<file path="config.mk">
export PLATFORM = sky130hd
export DESIGN_NAME = slip_response_frame_receiver
export DESIGN_NICKNAME = d
export VERILOG_FILES = /design/src/rtl/srfr_pkg.sv /design/src/rtl/srfr_cfg_regs.sv /design/src/rtl/srfr_core.sv /design/src/rtl/srfr_out_buf.sv /design/src/rtl/slip_response_frame_receiver.sv
export VERILOG_INCLUDE_DIRS = /design/src /design/src/rtl
export SDC_FILE = /design/constraint.sdc
export NUM_CORES = 1
export LEC_CHECK = 0
export ABC_AREA = 1
export BUFFER_PORTS_ARGS = -buffer_cell sky130_fd_sc_hd__buf_2
export CELL_PAD_IN_SITES_DETAIL_PLACEMENT = 1
export CELL_PAD_IN_SITES_GLOBAL_PLACEMENT = 2
export CORE_ASPECT_RATIO = 0.6
export CORE_MARGIN = 5
export CORE_UTILIZATION = 34
export CTS_CLUSTER_SIZE = 28
export DETAILED_ROUTE_END_ITERATION = 8
export PLACE_DENSITY = 0.9
export SLEW_MARGIN = 15
export SYNTH_ARGS = -nofsm -noshare
export SYNTH_HDL_FRONTEND = slang
export SYNTH_SLANG_ARGS = --single-unit
</file>
<file path="constraint.sdc">
create_clock -name clk -period 4.8 [get_ports clk]
set_clock_uncertainty 0.15 [all_clocks]
set_input_delay 0.48 -clock clk [delete_from_list [all_inputs] [get_ports clk]]
set_output_delay 0.48 -clock clk [all_outputs]
set_load 0.02 [all_outputs]
</file>
<file path="src/rtl/slip_response_frame_receiver_assert.svh">
// Assertion macros shared by the receiver's modules.
// Each macro takes a label, the clock, the active-low reset and two expressions.
`ifndef SLIP_RESPONSE_FRAME_RECEIVER_ASSERT_SVH
`define SLIP_RESPONSE_FRAME_RECEIVER_ASSERT_SVH

`ifndef SYNTHESIS

`define SRFR_ASSERT_IMPLY(lbl, clk_s, rstn_s, ante, cons) \
  lbl: assert property (@(posedge clk_s) disable iff (!(rstn_s)) (ante) |-> (cons)) \
    else $error("assertion failed");

`define SRFR_ASSERT_NEXT(lbl, clk_s, rstn_s, ante, cons) \
  lbl: assert property (@(posedge clk_s) disable iff (!(rstn_s)) (ante) |=> (cons)) \
    else $error("assertion failed");

`else

`define SRFR_ASSERT_IMPLY(lbl, clk_s, rstn_s, ante, cons)

`define SRFR_ASSERT_NEXT(lbl, clk_s, rstn_s, ante, cons)

`endif

`endif

</file>
<file path="src/rtl/srfr_pkg.sv">
// ----------------------------------------------------------------------------
// srfr_pkg
// Types and constants of the SLIP response frame receiver.
// ----------------------------------------------------------------------------
`default_nettype none

package srfr_pkg;

  // Input actions
  localparam logic [1:0] ACT_ARM  = 2'd0;
  localparam logic [1:0] ACT_BYTE = 2'd1;
  localparam logic [1:0] ACT_TICK = 2'd2;

  // Receiver phase codes
  localparam logic [1:0] PH_HUNT = 2'd0;
  localparam logic [1:0] PH_SKIP = 2'd1;
  localparam logic [1:0] PH_BODY = 2'd2;

  // SLIP bytes
  localparam logic [7:0] SLIP_END     = 8'hC0;
  localparam logic [7:0] SLIP_ESC     = 8'hDB;
  localparam logic [7:0] SLIP_ESC_END = 8'hDC;
  localparam logic [7:0] SLIP_ESC_ESC = 8'hDD;
  localparam logic [7:0] DIR_RESPONSE = 8'h01;

  // Result codes
  localparam logic [2:0] RES_OK        = 3'd0;
  localparam logic [2:0] RES_TIMEOUT   = 3'd1;
  localparam logic [2:0] RES_OVERFLOW  = 3'd2;
  localparam logic [2:0] RES_SHORT     = 3'd3;
  localparam logic [2:0] RES_NOT_RESP  = 3'd4;
  localparam logic [2:0] RES_OPCODE    = 3'd5;
  localparam logic [2:0] RES_SIZE_BIG  = 3'd6;
  localparam logic [2:0] RES_SIZE_LOW  = 3'd7;

  // Register indexes
  localparam logic REG_OPCODE  = 1'b0;
  localparam logic REG_TIMEOUT = 1'b1;

  localparam logic [7:0]  OPCODE_RESET  = 8'd8;
  localparam logic [15:0] TIMEOUT_RESET = 16'd100;

  typedef struct packed {
    logic [7:0]  want_opcode;
    logic [15:0] timeout_ticks;
  } cfg_t;

  typedef struct packed {
    logic [2:0]  result_code;
    logic [7:0]  status;
    logic [10:0] frame_length;
  } result_t;

endpackage

`default_nettype wire

</file>
<file path="src/rtl/srfr_cfg_regs.sv">
// ----------------------------------------------------------------------------
// srfr_cfg_regs
// APB-style register file holding the expected opcode and the tick timeout.
// ----------------------------------------------------------------------------
`default_nettype none

module srfr_cfg_regs (
  input  wire logic           clk,
  input  wire logic           rst_n,
  input  wire logic           psel,
  input  wire logic           penable,
  input  wire logic           pwrite,
  input  wire logic [2:0]     paddr,
  input  wire logic [31:0]    pwdata,
  output logic [31:0]         prdata,
  output logic                pready,
  output srfr_pkg::cfg_t      cfg
);

  logic [7:0]  opcode_r;
  logic [15:0] timeout_r;
  logic        wr_en;

  // Word address only: the low address bits are not decoded.
  assign wr_en  = psel && penable && pwrite;
  assign pready = 1'b1;

  always_ff @(posedge clk) begin
    if (!rst_n) begin
      opcode_r  <= srfr_pkg::OPCODE_RESET;
      timeout_r <= srfr_pkg::TIMEOUT_RESET;
    end else if (wr_en) begin
      if (paddr[2] == srfr_pkg::REG_OPCODE) begin
        opcode_r <= pwdata[7:0];
      end else begin
        timeout_r <= pwdata[15:0];
      end
    end
  end

  always_comb begin
    if (paddr[2] == srfr_pkg::REG_TIMEOUT) begin
      prdata = {16'd0, timeout_r};
    end else begin
      prdata = {24'd0, opcode_r};
    end
  end

  assign cfg.want_opcode   = opcode_r;
  assign cfg.timeout_ticks = timeout_r;

endmodule

`default_nettype wire

</file>
<file path="src/rtl/srfr_core.sv">
// ----------------------------------------------------------------------------
// srfr_core
// Per-item state update: SLIP unescaping, header capture and frame checks.
// ----------------------------------------------------------------------------
`default_nettype none

`include "slip_response_frame_receiver_assert.svh"

module srfr_core #(
  parameter int MAX_FRAME    = 1048,
  parameter int HEADER_BYTES = 8
) (
  input  wire logic           clk,
  input  wire logic           rst_n,
  input  wire logic           go,
  input  wire logic [1:0]     action,
  input  wire logic [7:0]     rx_byte,
  input  wire srfr_pkg::cfg_t cfg,
  output logic                res_valid,
  output srfr_pkg::result_t   res
);

  localparam int CNT_W = $clog2(MAX_FRAME + 1);
  localparam int SUM_W = 18;

  logic             armed_r, armed_nxt;
  logic [1:0]       phase_r, phase_nxt;
  logic             esc_r, esc_nxt;
  logic [CNT_W-1:0] cnt_r, cnt_nxt;
  logic [7:0]       dir_r, dir_nxt;
  logic [7:0]       opc_r, opc_nxt;
  logic [15:0]      size_r, size_nxt;
  logic [7:0]       stat_r, stat_nxt;
  logic [15:0]      elapsed_r, elapsed_nxt;

  logic             take;
  logic [7:0]       tb;
  logic [CNT_W-1:0] cnt_inc;
  logic [15:0]      el_inc;
  logic [SUM_W-1:0] n_ext;
  logic [SUM_W-1:0] hdr_size;
  logic [SUM_W-1:0] hdr_min;
  logic             is_end;
  logic [2:0]       close_code;

  assign is_end   = (rx_byte == srfr_pkg::SLIP_END);
  assign cnt_inc  = cnt_r + CNT_W'(1);
  assign el_inc   = (elapsed_r == 16'hFFFF) ? elapsed_r : elapsed_r + 16'd1;
  assign n_ext    = SUM_W'(cnt_r);
  assign hdr_size = SUM_W'(HEADER_BYTES) + SUM_W'(size_r);
  assign hdr_min  = SUM_W'(HEADER_BYTES + 4);

  // Checks at the closing delimiter, in order of precedence.
  always_comb begin
    if (n_ext < hdr_min) begin
      close_code = srfr_pkg::RES_SHORT;
    end else if (dir_r != srfr_pkg::DIR_RESPONSE) begin
      close_code = srfr_pkg::RES_NOT_RESP;
    end else if (opc_r != cfg.want_opcode) begin
      close_code = srfr_pkg::RES_OPCODE;
    end else if (hdr_size > n_ext) begin
      close_code = srfr_pkg::RES_SIZE_BIG;
    end else if (size_r < 16'd4) begin
      close_code = srfr_pkg::RES_SIZE_LOW;
    end else begin
      close_code = srfr_pkg::RES_OK;
    end
  end

  always_comb begin
    armed_nxt   = armed_r;
    phase_nxt   = phase_r;
    esc_nxt     = esc_r;
    cnt_nxt     = cnt_r;
    dir_nxt     = dir_r;
    opc_nxt     = opc_r;
    size_nxt    = size_r;
    stat_nxt    = stat_r;
    elapsed_nxt = elapsed_r;
    take        = 1'b0;
    tb          = rx_byte;
    res_valid   = 1'b0;
    res.result_code  = srfr_pkg::RES_OK;
    res.status       = 8'd0;
    res.frame_length = 11'd0;

    if (go) begin
      if (action == srfr_pkg::ACT_ARM) begin
        armed_nxt   = 1'b1;
        phase_nxt   = srfr_pkg::PH_HUNT;
        esc_nxt     = 1'b0;
        cnt_nxt     = '0;
        dir_nxt     = 8'd0;
        opc_nxt     = 8'd0;
        size_nxt    = 16'd0;
        stat_nxt    = 8'd0;
        elapsed_nxt = 16'd0;
      end else if (armed_r && action == srfr_pkg::ACT_TICK) begin
        elapsed_nxt = el_inc;
        if (el_inc >= cfg.timeout_ticks) begin
          res_valid       = 1'b1;
          res.result_code = srfr_pkg::RES_TIMEOUT;
        end
      end else if (armed_r && action == srfr_pkg::ACT_BYTE) begin
        case (phase_r)
          srfr_pkg::PH_HUNT: begin
            if (is_end) begin
              phase_nxt = srfr_pkg::PH_SKIP;
            end
          end
          srfr_pkg::PH_SKIP: begin
            // Repeated delimiters are skipped; the escape flag is clear here.
            if (!is_end) begin
              phase_nxt = srfr_pkg::PH_BODY;
              if (rx_byte == srfr_pkg::SLIP_ESC) begin
                esc_nxt = 1'b1;
              end else begin
                take = 1'b1;
              end
            end
          end
          srfr_pkg::PH_BODY: begin
            if (is_end) begin
              res_valid        = 1'b1;
              res.result_code  = close_code;
              res.status       = (close_code == srfr_pkg::RES_OK) ? stat_r : 8'd0;
              res.frame_length = 11'(cnt_r);
            end else if (esc_r) begin
              esc_nxt = 1'b0;
              take    = 1'b1;
              if (rx_byte == srfr_pkg::SLIP_ESC_END) begin
                tb = srfr_pkg::SLIP_END;
              end else if (rx_byte == srfr_pkg::SLIP_ESC_ESC) begin
                tb = srfr_pkg::SLIP_ESC;
              end
            end else if (rx_byte == srfr_pkg::SLIP_ESC) begin
              esc_nxt = 1'b1;
            end else begin
              take = 1'b1;
            end
          end
          default: begin
            phase_nxt = phase_r;
          end
        endcase
      end

      if (take) begin
        if (cnt_r == CNT_W'(0)) begin
          dir_nxt = tb;
        end else if (cnt_r == CNT_W'(1)) begin
          opc_nxt = tb;
        end else if (cnt_r == CNT_W'(2)) begin
          size_nxt = {size_r[15:8], tb};
        end else if (cnt_r == CNT_W'(3)) begin
          size_nxt = {tb, size_r[7:0]};
        end
        // Status sits at HEADER_BYTES + size - 4; compared with the four added
        // to the count side so that nothing wraps.
        if (cnt_r >= CNT_W'(4) && size_r >= 16'd4 &&
            (n_ext + SUM_W'(4)) == hdr_size) begin
          stat_nxt = tb;
        end
        cnt_nxt = cnt_inc;
        if (cnt_inc >= CNT_W'(MAX_FRAME)) begin
          res_valid       = 1'b1;
          res.result_code = srfr_pkg::RES_OVERFLOW;
        end
      end

      if (res_valid) begin
        armed_nxt = 1'b0;
      end
    end
  end

  always_ff @(posedge clk) begin
    if (!rst_n) begin
      armed_r   <= 1'b0;
      phase_r   <= srfr_pkg::PH_HUNT;
      esc_r     <= 1'b0;
      cnt_r     <= '0;
      dir_r     <= 8'd0;
      opc_r     <= 8'd0;
      size_r    <= 16'd0;
      stat_r    <= 8'd0;
      elapsed_r <= 16'd0;
    end else begin
      armed_r   <= armed_nxt;
      phase_r   <= phase_nxt;
      esc_r     <= esc_nxt;
      cnt_r     <= cnt_nxt;
      dir_r     <= dir_nxt;
      opc_r     <= opc_nxt;
      size_r    <= size_nxt;
      stat_r    <= stat_nxt;
      elapsed_r <= elapsed_nxt;
    end
  end

  `SRFR_ASSERT_NEXT(a_arm_sets_armed, clk, rst_n, go && action == srfr_pkg::ACT_ARM, armed_r)
  `SRFR_ASSERT_NEXT(a_result_disarms, clk, rst_n, res_valid, !armed_r)
  `SRFR_ASSERT_IMPLY(a_fail_no_status, clk, rst_n,
                     res_valid && res.result_code != srfr_pkg::RES_OK, res.status == 8'd0)

endmodule

`default_nettype wire

</file>
<file path="src/rtl/srfr_out_buf.sv">
// ----------------------------------------------------------------------------
// srfr_out_buf
// Two-entry result buffer that decouples the core from the output stall.
// ----------------------------------------------------------------------------
`default_nettype none

`include "slip_response_frame_receiver_assert.svh"

module srfr_out_buf (
  input  wire logic              clk,
  input  wire logic              rst_n,
  input  wire logic              push,
  input  wire srfr_pkg::result_t push_data,
  output logic                   full,
  output logic                   out_valid,
  input  wire logic              out_stall,
  output srfr_pkg::result_t      head
);

  logic [1:0]        count_r, count_nxt;
  srfr_pkg::result_t head_r, head_nxt;
  srfr_pkg::result_t second_r, second_nxt;
  logic              pop;

  assign pop       = (count_r != 2'd0) && !out_stall;
  assign full      = (count_r == 2'd2);
  assign out_valid = (count_r != 2'd0);
  assign head      = head_r;

  always_comb begin
    count_nxt  = count_r;
    head_nxt   = head_r;
    second_nxt = second_r;
    case (count_r)
      2'd0: begin
        if (push) begin
          head_nxt  = push_data;
          count_nxt = 2'd1;
        end
      end
      2'd1: begin
        if (push && pop) begin
          head_nxt = push_data;
        end else if (push) begin
          second_nxt = push_data;
          count_nxt  = 2'd2;
        end else if (pop) begin
          count_nxt = 2'd0;
        end
      end
      2'd2: begin
        if (pop) begin
          head_nxt  = second_r;
          count_nxt = 2'd1;
        end
      end
      default: begin
        count_nxt = 2'd0;
      end
    endcase
  end

  always_ff @(posedge clk) begin
    if (!rst_n) begin
      count_r <= 2'd0;
    end else begin
      count_r <= count_nxt;
    end
  end

  always_ff @(posedge clk) begin
    head_r   <= head_nxt;
    second_r <= second_nxt;
  end

  `SRFR_ASSERT_IMPLY(a_count_range, clk, rst_n, 1'b1, count_r != 2'd3)
  `SRFR_ASSERT_IMPLY(a_no_push_when_full, clk, rst_n, push, count_r != 2'd2)

endmodule

`default_nettype wire

</file>
<file path="src/rtl/slip_response_frame_receiver.sv">
// An item enters the input register; the core then updates its state and, on a
// verdict, pushes it into the two-entry result buffer, which drives out_valid.
// The input takes one item per cycle unless it stalls; it stalls only while the
// input register is full and the buffer is full.
// Reset clears the receiver to not armed and loads the register defaults.
// ----------------------------------------------------------------------------
// slip_response_frame_receiver
// Waits for one SLIP-framed response on a byte stream and reports its verdict.
// ----------------------------------------------------------------------------
`default_nettype none

module slip_response_frame_receiver #(
  parameter int MAX_FRAME    = 1048,
  parameter int HEADER_BYTES = 8
) (
  input  wire logic        clk,
  input  wire logic        rst_n,
  input  wire logic        in_valid,
  output logic             in_stall,
  input  wire logic [1:0]  in_action,
  input  wire logic [7:0]  in_rx_byte,
  output logic             out_valid,
  input  wire logic        out_stall,
  output logic [2:0]       out_result_code,
  output logic [7:0]       out_resp_status,
  output logic [10:0]      out_frame_length,
  input  wire logic        psel,
  input  wire logic        penable,
  input  wire logic        pwrite,
  input  wire logic [2:0]  paddr,
  input  wire logic [31:0] pwdata,
  output logic [31:0]      prdata,
  output logic             pready
);

  srfr_pkg::cfg_t    cfg;
  srfr_pkg::result_t core_res;
  srfr_pkg::result_t head;
  logic              core_res_valid;
  logic              buf_full;
  logic              s1_valid_r;
  logic [1:0]        s1_action_r;
  logic [7:0]        s1_byte_r;
  logic              s1_go;
  logic              in_take;

  // The registered item is processed whenever the buffer has room.
  assign s1_go    = s1_valid_r && !buf_full;
  assign in_stall = s1_valid_r && buf_full;
  assign in_take  = in_valid && !in_stall;

  always_ff @(posedge clk) begin
    if (!rst_n) begin
      s1_valid_r <= 1'b0;
    end else if (in_take || s1_go) begin
      s1_valid_r <= in_take;
    end
  end

  always_ff @(posedge clk) begin
    if (in_take) begin
      s1_action_r <= in_action;
      s1_byte_r   <= in_rx_byte;
    end
  end

  srfr_cfg_regs u_cfg (
    .clk     (clk),
    .rst_n   (rst_n),
    .psel    (psel),
    .penable (penable),
    .pwrite  (pwrite),
    .paddr   (paddr),
    .pwdata  (pwdata),
    .prdata  (prdata),
    .pready  (pready),
    .cfg     (cfg)
  );

  srfr_core #(
    .MAX_FRAME    (MAX_FRAME),
    .HEADER_BYTES (HEADER_BYTES)
  ) u_core (
    .clk       (clk),
    .rst_n     (rst_n),
    .go        (s1_go),
    .action    (s1_action_r),
    .rx_byte   (s1_byte_r),
    .cfg       (cfg),
    .res_valid (core_res_valid),
    .res       (core_res)
  );

  srfr_out_buf u_out (
    .clk       (clk),
    .rst_n     (rst_n),
    .push      (core_res_valid),
    .push_data (core_res),
    .full      (buf_full),
    .out_valid (out_valid),
    .out_stall (out_stall),
    .head      (head)
  );

  assign out_result_code  = head.result_code;
  assign out_resp_status  = head.status;
  assign out_frame_length = head.frame_length;

endmodule

`default_nettype wire

</file>
==> impl_metrics.env, run 1 <==
export IMPL_cts_buffers=17
export IMPL_synth_mux_area_frac=0
export IMPL_status="complete, no violations"
export IMPL_switching_share=0.265
export IMPL_rows=45
export IMPL_grt_max_degree=42
export IMPL_synth_distinct_cells=47
export IMPL_cts_clk_slew_worst_paths_ps=70
export IMPL_drc_errors=0
export IMPL_holdBufCountCts=0
export IMPL_drt_vias_per_instance=5.02
export IMPL_min_from="in_rx_byte[2]"
export IMPL_combPwrFrac=0.063
export IMPL_stdcell_count=1620
export IMPL_fp_dieArea_mm2=0.0294
export IMPL_timing_fmax_mhz=234
export IMPL_tightestPinTransition_ps=933
export IMPL_vias=8131
export IMPL_clock_sinks=152
export IMPL_synth_adder_area_share=0.0553
export IMPL_power_mw=2.79
export IMPL_final_antenna_net_count=0
export IMPL_end_kind="flip-flop"
export IMPL_synth_edff_count=54
export IMPL_ys_seq_area_frac=0.406
export IMPL_grt_pass1_vias=7926
export IMPL_io_buffers=73
export IMPL_crit_start="u_core.elapsed_r[0]"
export IMPL_peakVddDrop_v=0.000259
export IMPL_power_leakage_nw=4.06
export IMPL_finalMaxSlewViolations=0
export IMPL_synthXorXnorAreaFrac=0.0327
export IMPL_final_util=0.394
export IMPL_dr_pass1_iters=5
export IMPL_coreArea_mm2=0.0254
export IMPL_path_class="reg -> reg"
export IMPL_htree_levels=4
export IMPL_die_w_um=218
export IMPL_wl_mm=28.2
export IMPL_placed_cells=1588
export IMPL_area_growth_pct=13.6
export IMPL_fin_tns_setup_ps=0
export IMPL_finalSetupViolations=0
export IMPL_hp_class="in -> reg"
export IMPL_io_pins=109
export IMPL_required_ps=4800
export IMPL_finalCriticalPeriod_ps=4270
export IMPL_cts_tree="yes"
export IMPL_die_y_um=135
export IMPL_timing_hold_ws_ps=58.5
export IMPL_antenna_found_initial=0
export IMPL_final_cell_mix="303 x nand2_1, 126 x inv_1, 109 x a21oi_1"
export IMPL_nets=1346
export IMPL_clock_power_share=0.450
export IMPL_reg2reg_slack_ps=530
export IMPL_crit_arrival_ps=4270
export IMPL_r2r_start="u_core.elapsed_r[0]"
export IMPL_synth_simple_area_share=0.285
export IMPL_switchingPower_mw=0.741
export IMPL_ys_flop_type="dfxtp_1"
export IMPL_intPower_mw=2.05
export IMPL_grt_setup_unrepaired="false"
export IMPL_ys_ff_latch=152
export IMPL_maxSlewHeadroom=0.375
export IMPL_drt_initial_drc_count=618
export IMPL_grt_ovfl_total=0
export IMPL_hold_viol=0
export IMPL_final_common_cell="nand2_1"
export IMPL_post_route_period_util=0.890
export IMPL_synth_top_family_by_area="simple AND/OR/NAND/NOR gates"
export IMPL_p_per_area_mw_per_mm2=278
export IMPL_cp_start_kind="flip-flop"
export IMPL_diodes=0
export IMPL_grt_pass1_wl_mm=44.6
export IMPL_cp_max_fo=22
export IMPL_cts_root_buf="clkbuf_16"
export IMPL_place_congestion=0.872
export IMPL_seqPwrFrac=0.487
export IMPL_detail_route_wl_per_cell_um=17.4
export IMPL_syn_area_mm2=0.00883
export IMPL_synth_compound_area_share=0.128
export IMPL_syn_inst=1195
export IMPL_worstSkewPairLatency_ps=440
export IMPL_grtUsageTotal=0.193
export IMPL_syn_area_per_cell_um2=7.39
export IMPL_drive_gt1_frac=0.135
export IMPL_dp_hpwl_mm=21.6
export IMPL_post_cts_buffers=0
export IMPL_yosysWarnings=0
export IMPL_ys_async_sr_fraction=0
export IMPL_ctsLongestPathBuffers=2
export IMPL_start_util=0.347
export IMPL_cap_violations=0
==> metal layers <==
metal | up-vias | routed length [µm] | track usage
met3 | 23 | 1520 | 0.0338
met1 | 3924 | 15600 | 0.318
met2 | 173 | 10700 | 0.252
met4 | 0 | 355 | 0.0467
li1 | 4011 | - | -
met5 | - | 0 | 0
==> final timing paths <==
kind / to / cells after the start
worst max-delay path: u_out.head[2] / 19
worst min-delay path: s1_byte_r[2] / 1
worst max register to register: u_out.head[2] / 19
worst min register to register: u_core.stat_r[5] / 2
==> synth_stat cells, drive strengths merged (6+ instances only) <==
master	count	area share
nand3	65	0.039
nor3	17	0.013
xnor2	10	0.0099
edfxtp	54	0.18
buf	28	0.022
nand4	28	0.022
xor2	23	0.023
nor2	125	0.063
o21ai	86	0.050
a21oi	111	0.063
inv	133	0.057
dfxtp	98	0.22
a31oi	6	0.0043
nand2	311	0.14
ha	39	0.055
clkbuf	28	0.012
==> flip-flops by register name, summed over array words and instances (netlist names) <==
signal            flops
u_out.head           22
u_out.second_r       22
u_cfg.timeout_r      16
u_core.elapsed_r     16
u_core.size_r        16
u_core.cnt_r         11
s1_byte_r             8
u_cfg.opcode_r        8
u_core.dir_r          8
u_core.opc_r          8
u_core.stat_r         8
s1_action_r           2
u_core.phase_r        2
u_out.count_r         2
s1_valid_r            1
u_core.armed_r        1
u_core.esc_r          1
==> power groups by stage <==
stage	logic [mW]	registers [mW]	clock network, mW
after floorplan	0.123	1.38	0
after global placement	0.170	1.39	0
after detailed placement	0.174	1.39	0
after CTS	0.174	1.36	1.28
after global routing	0.195	1.36	1.34
final	0.176	1.36	1.26
==> cell type report <==
cell class / instances / area (µm²)
multi-input combinational: 865 / 4500
clock inverter: 13 / 101
timing repair buffer: 82 / 458
fill: 3218 / 15400
clock buffer: 19 / 433
tap: 352 / 440
sequential: 152 / 3580
inverter: 137 / 515
==> cell families (layout without fill, tap and decap cells) <==
group	after synthesis	in the layout
DFF	152	152
AOI/OAI and AO/OA	216	216
other	2	17
xor gates and xnor gates	33	33
buffers and inverters	193	251
and+or+nand+nor	560	560
adders and majority gates	39	39
==> timing repair <==
item	4_1_cts	5_1_grt
hold endpoints to repair	0	0
setup endpoints to repair	0	44
resized for setup	0	1
==> critical path: stages, from the launching register on <==
cell and delay [ps]:
dfxtp_1 410, ha_1 190, nand2_1 90, nor3_2 310, nand2_1 190, nor2_1 220
nand4_1 140, xor2_1 160, nand2_1 110, ha_1 290, nand2_1 70, nor4_1 350
buf_4 200, nand3_1 70, nand3_1 130, nand3_1 160, nand3_1 210, nand3_1 130
a21oi_2 190, buf_12 190
==> stage by stage <==
stage	area, µm²	setup slack, ps
3_5_place_dp	9490	367
2_1_floorplan	8890	443
4_1_cts	10000	339
3_3_place_gp	9490	644
5_1_grt	10000	149
6_report	10000	530
No activity file was read; power rests on OpenSTA's default activity.
==> inputs of run 2 (changes only) <==
--- a/config.mk
+++ b/config.mk
@@ -15,6 +15,7 @@
 export CORE_UTILIZATION = 34
 export CTS_CLUSTER_SIZE = 28
 export DETAILED_ROUTE_END_ITERATION = 8
+export GPL_TIMING_DRIVEN = 0
 export PLACE_DENSITY = 0.9
 export SLEW_MARGIN = 15
 export SYNTH_ARGS = -nofsm -noshare
==> run 2 against run 1 <==
- first-iteration DRC count rose by 11%
- critical endpoint is now u_out.head[10]
- core utilization rose by 1.4 points
- sequential power barely moved
- highest routed layer unchanged
- via count rose by 4.4%
==> impl_metrics.env, run 2 (synthesis gave the netlist of run 1 again) <==
export IMPL_area_growth_pct=17.7
export IMPL_stdcell_count=1673
export IMPL_end_kind="flip-flop"
export IMPL_power_leakage_nw=4.25
export IMPL_wl_met3_mm=2.08
export IMPL_cts_buffers=17
export IMPL_post_route_period_util=0.937
export IMPL_placed_cells=1635
export IMPL_hp_class="in -> reg"
export IMPL_detail_route_wl_per_cell_um=18.0
export IMPL_cp_start_kind="flip-flop"
export IMPL_m1WireLength_mm=16.1
export IMPL_grt_pass1_vias=8301
export IMPL_die_w_um=218
export IMPL_dpl_worst_slack_ps=-242
export IMPL_seq_area_mm2=0.00358
export IMPL_timing_fmax_mhz=222
export IMPL_maxSlewHeadroom=0.416
export IMPL_cts_tree="yes"
export IMPL_setup_slack_ps=303
export IMPL_finalCriticalPeriod_ps=4500
export IMPL_crit_arrival_ps=4510
export IMPL_die_y_um=135
export IMPL_io_buffers=72
export IMPL_path_class="reg -> reg"
export IMPL_worstSkewPairLatency_ps=450
export IMPL_n_fill_cell=3258
export IMPL_drt_initial_drc_count=688
export IMPL_finalMaxSlewViolations=0
export IMPL_io_pins=109
export IMPL_drc_errors=0
export IMPL_multi_input_area_mm2=0.00452
export IMPL_drt_vias_per_instance=5.07
export IMPL_met2_length_mm=11.7
export IMPL_place_congestion=0.875
export IMPL_coreArea_mm2=0.0254
export IMPL_cap_violations=0
export IMPL_final_cell_mix="303 x nand2_1, 126 x inv_1, 109 x a21oi_1"
export IMPL_diodes=0
export IMPL_cp_max_fo=14
export IMPL_rows=45
export IMPL_start_util=0.347
export IMPL_fp_dieArea_mm2=0.0294
export IMPL_dpl_cell_area_mm2=0.00971
export IMPL_holdBufCountCts=0
export IMPL_dp_hpwl_mm=23.6
export IMPL_vias=8487
export IMPL_wl_mm=30.1
export IMPL_clock_sinks=152
export IMPL_final_common_cell="nand2_1"
export IMPL_grt_max_degree=23
export IMPL_peakVddDrop_v=0.000254
export IMPL_htree_levels=4
export IMPL_antenna_found_initial=0
export IMPL_design_area_mm2=0.0104
export IMPL_nets=1399
export IMPL_top_layer_used="met4"
export IMPL_ctsLongestPathBuffers=2
export IMPL_dr_pass1_iters=5
export IMPL_final_antenna_net_count=0
export IMPL_finalSetupViolations=0
export IMPL_cts_clk_slew_worst_paths_ps=60
export IMPL_grt_ovfl_total=0
export IMPL_hold_viol=0
export IMPL_grtUsageTotal=0.206
export IMPL_status="complete, no violations"
export IMPL_cts_root_buf="clkbuf_16"
export IMPL_required_ps=4810
export IMPL_grt_pass1_wl_mm=46.9
export IMPL_drive_gt1_frac=0.146
export IMPL_tightestPinTransition_ps=875
export IMPL_p_per_area_mw_per_mm2=290
[run 2: worst max-delay path, cell delays in order (launching register included)]
cell	delay [ps]
dfxtp_1	400
ha_1	190
nand2_1	80
nor3_2	300
nand4_1	170
nor2_1	300
nor3_1	130
nand4_1	110
xnor2_1	140
ha_1	340
nand2_1	90
nor4_2	410
nand3_1	120
nand3_1	160
nand3_1	160
nand3_1	310
nand3_1	190
a21oi_4	260
buf_8	190
[run 2: power by group]
part	leakage [nW]	switching (mW)	internal, mW	total [mW]
clock network	0.286	0.592	0.866	1.46
registers	1.29	0.0142	1.34	1.36
logic	2.67	0.144	0.0564	0.201
total	4.25	0.750	2.26	3.02
[run 2: layer usage]
| metal | vias up | global-route usage |
|---|---|---|
| met1 | 4142 | 0.328 |
| met5 | - | 0 |
| li1 | 4118 | - |
| met4 | 0 | 0.0342 |
| met3 | 22 | 0.0531 |
| met2 | 205 | 0.279 |
[run 2: stage by stage]
| step | hold slack, ps | total power, mW | setup TNS (ps) | utilization |
|---|---|---|---|---|
| 3_3_place_gp | 302 | 1.58 | -18980 | 0.381 |
| 6_report | 54.7 | 3.02 | 0 | 0.408 |
| 2_1_floorplan | 291 | 1.50 | 0 | - |
| 3_5_place_dp | 306 | 1.58 | -8730 | 0.381 |
| 4_1_cts | 37.4 | 3.03 | 0 | 0.406 |
| 5_1_grt | 35.0 | 3.10 | -158 | 0.408 |
[run 2: what timing repair did]
| item | CTS | global route |
|---|---|---|
| cloned | 0 | 1 |
| pin swaps | 0 | 1 |
| setup buffers | 0 | 5 |
| endpoints found under the setup margin | 44 | 44 |
| resized for setup | 3 | 3 |
[run 2: area by class of cell]
| cell class | count | area share |
|---|---|---|
| multi-input combinational | 865 | 0.435 |
| sequential | 152 | 0.345 |
| inverter | 137 | 0.0500 |
| tap | 352 | 0.0424 |
| clock buffer | 19 | 0.0417 |
| timing repair buffer | 78 | 0.0397 |
| buffer | 56 | 0.0288 |
| clock inverter | 13 | 0.0171 |
| timing repair inverter | 1 | 0.000723 |
[run 2: worst paths after layout]
path / from / depth (start not counted) / endpoint / slack (ps)
worst max-delay path: u_core.elapsed_r[0] / 18 / u_out.head[10] / 300
worst max register to register: u_core.elapsed_r[0] / 18 / u_out.head[10] / 300
worst min register to register: u_core.stat_r[1] / 2 / u_core.stat_r[1] / 320
worst min-delay path: in_rx_byte[3] / 1 / s1_byte_r[3] / 50
==> inputs of run 3 (changes only) <==
--- a/config.mk
+++ b/config.mk
@@ -16,7 +16,7 @@
 export CTS_CLUSTER_SIZE = 28
 export DETAILED_ROUTE_END_ITERATION = 8
 export GPL_TIMING_DRIVEN = 0
-export PLACE_DENSITY = 0.9
+export PLACE_DENSITY_LB_ADDON = 0.1
 export SLEW_MARGIN = 15
 export SYNTH_ARGS = -nofsm -noshare
 export SYNTH_HDL_FRONTEND = slang
==> run 3 against run 2 <==
- count of clock-buffer cells in the layout fell by 1
- first-iteration DRC count shrank 21%
- maximum frequency rose by 1.5%
- sequential power about the same
- via count down 5.0%
- core utilization decreased by 0.25 points
- combinational power barely moved
- worst setup slack better by 66 ps
- critical path depth is 2 lower
- sequential cell count is the same
==> impl_metrics.env, run 3 (synthesis gave the netlist of run 1 again) <==
export IMPL_grt_setup_unrepaired="false"
export IMPL_die_w_um=218
export IMPL_drive_gt1_frac=0.144
export IMPL_dr_pass1_iters=5
export IMPL_min_from="in_rx_byte[1]"
export IMPL_final_cell_mix="303 x nand2_1, 126 x inv_1, 109 x a21oi_1"
export IMPL_antenna_found_initial=0
export IMPL_end_kind="flip-flop"
export IMPL_place_congestion=0.848
export IMPL_cpMostUsedCell="nand3_1"
export IMPL_cpPeakStageDelay_ps=410
export IMPL_die_y_um=135
export IMPL_worstSkewPairLatency_ps=450
export IMPL_status="complete, no violations"
export IMPL_hp_class="in -> reg"
export IMPL_cap_violations=0
export IMPL_vias=8061
export IMPL_cts_root_buf="clkbuf_16"
export IMPL_finalMaxSlewViolations=0
export IMPL_multi_input_area_mm2=0.00450
export IMPL_grt_max_degree=23
export IMPL_n_fill_cell=3241
export IMPL_diodes=0
export IMPL_htree_levels=4
export IMPL_ctsLongestPathBuffers=2
export IMPL_cts_tree="yes"
export IMPL_cp_cell_sequence="inv_1 -> nor3_1 -> nand3_1 -> nor3_1 -> nand4_1 -> xnor2_1 -> ha_1 -> nand2_1 -> nor4_1 -> nand3_1 -> nand3_1 -> nand3_1 -> nand3_1 -> nand3_1 -> a21oi_4 -> buf_8"
export IMPL_grt_pass1_wl_mm=46.3
export IMPL_io_pins=109
export IMPL_dp_hpwl_mm=23.8
export IMPL_grt_ovfl_total=0
export IMPL_cp_max_fo=14
export IMPL_required_ps=4800
export IMPL_cts_buffers=17
export IMPL_clock_sinks=152
export IMPL_drt_initial_drc_count=542
export IMPL_wl_mm=29.8
export IMPL_timing_fmax_mhz=226
export IMPL_finalSetupViolations=0
export IMPL_area_growth_pct=16.9
export IMPL_peakVddDrop_v=0.000227
export IMPL_hold_viol=0
export IMPL_final_common_cell="nand2_1"
export IMPL_rows=45
export IMPL_cts_clk_slew_worst_paths_ps=70
export IMPL_io_buffers=72
export IMPL_path_delay_family="simple AND/OR/NAND/NOR gates"
export IMPL_slowest_stage="nor4_1"
export IMPL_tightestPinTransition_ps=904
export IMPL_cp_num_buf_inv=2
export IMPL_drt_vias_per_instance=4.84
export IMPL_post_route_period_util=0.923
export IMPL_holdBufCountCts=0
export IMPL_dpl_worst_slack_ps=144
export IMPL_drc_errors=0
export IMPL_r2r_start="u_core.elapsed_r[0]"
export IMPL_cp_start_kind="flip-flop"
export IMPL_power_leakage_nw=4.21
export IMPL_p_per_area_mw_per_mm2=288
export IMPL_fp_dieArea_mm2=0.0294
export IMPL_grtUsageTotal=0.205
export IMPL_path_class="reg -> reg"
export IMPL_crit_arrival_ps=4430
export IMPL_maxSlewHeadroom=0.397
export IMPL_start_util=0.347
export IMPL_setup_slack_ps=370
export IMPL_post_cts_buffers=0
export IMPL_coreArea_mm2=0.0254
export IMPL_finalCriticalPeriod_ps=4430
export IMPL_detail_route_wl_per_cell_um=17.9
export IMPL_nets=1393
export IMPL_crit_start="u_core.elapsed_r[0]"
export IMPL_final_antenna_net_count=0
export IMPL_power_mw=2.97
export IMPL_seq_area_mm2=0.00358
export IMPL_grt_pass1_vias=7804
run 3: final timing paths:
path / depth (start not counted) / slack [ps] / end
worst max-delay path: 16 / 370 / u_out.head[8]
worst min-delay path: 1 / 60 / s1_byte_r[1]
worst max register to register: 16 / 370 / u_out.head[8]
worst min register to register: 2 / 320 / u_core.size_r[0]
run 3: report_power, final:
group	internal, mW	leakage (nW)	switching, mW	total (mW)
logic	0.0557	2.64	0.143	0.199
registers	1.34	1.29	0.0139	1.36
clock network	0.821	0.283	0.598	1.42
total	2.22	4.21	0.755	2.97
run 3: routing by layer:
| metal | part of all wire | global-route usage | up-vias |
|---|---|---|---|
| met5 | 0 | 0 | - |
| met4 | 0.0079 | 0.0383 | 0 |
| met3 | 0.039 | 0.0379 | 21 |
| met2 | 0.35 | 0.248 | 131 |
| met1 | 0.60 | 0.358 | 3805 |
| li1 | - | - | 4104 |
run 3: cell type report:
type | instances | share of cell area
clock inverters | 14 | 0.0168
flip-flops and latches | 152 | 0.347
inverters | 137 | 0.0503
plain buffers | 56 | 0.0290
repair buffers | 73 | 0.0364
clock buffers | 18 | 0.0416
multi-input cells | 865 | 0.436
well taps | 352 | 0.0427
run 3: per-stage QoR:
step,hold slack [ps],std cells,instance area (µm²),utilization,setup TNS (ps)
2_1_floorplan,291,1210,8890,-,0
3_3_place_gp,302,1634,9690,0.381,-16770
3_5_place_dp,309,1635,9710,0.381,0
4_1_cts,35.9,1667,10300,0.405,0
5_1_grt,40.0,1667,10300,0.406,0
6_report,58.0,1667,10300,0.406,0
run 3: timing repair:
item                                    4_1_cts  5_1_grt
resized for setup                             0        3
hold endpoints to repair                      0        0
endpoints found under the setup margin        0       44
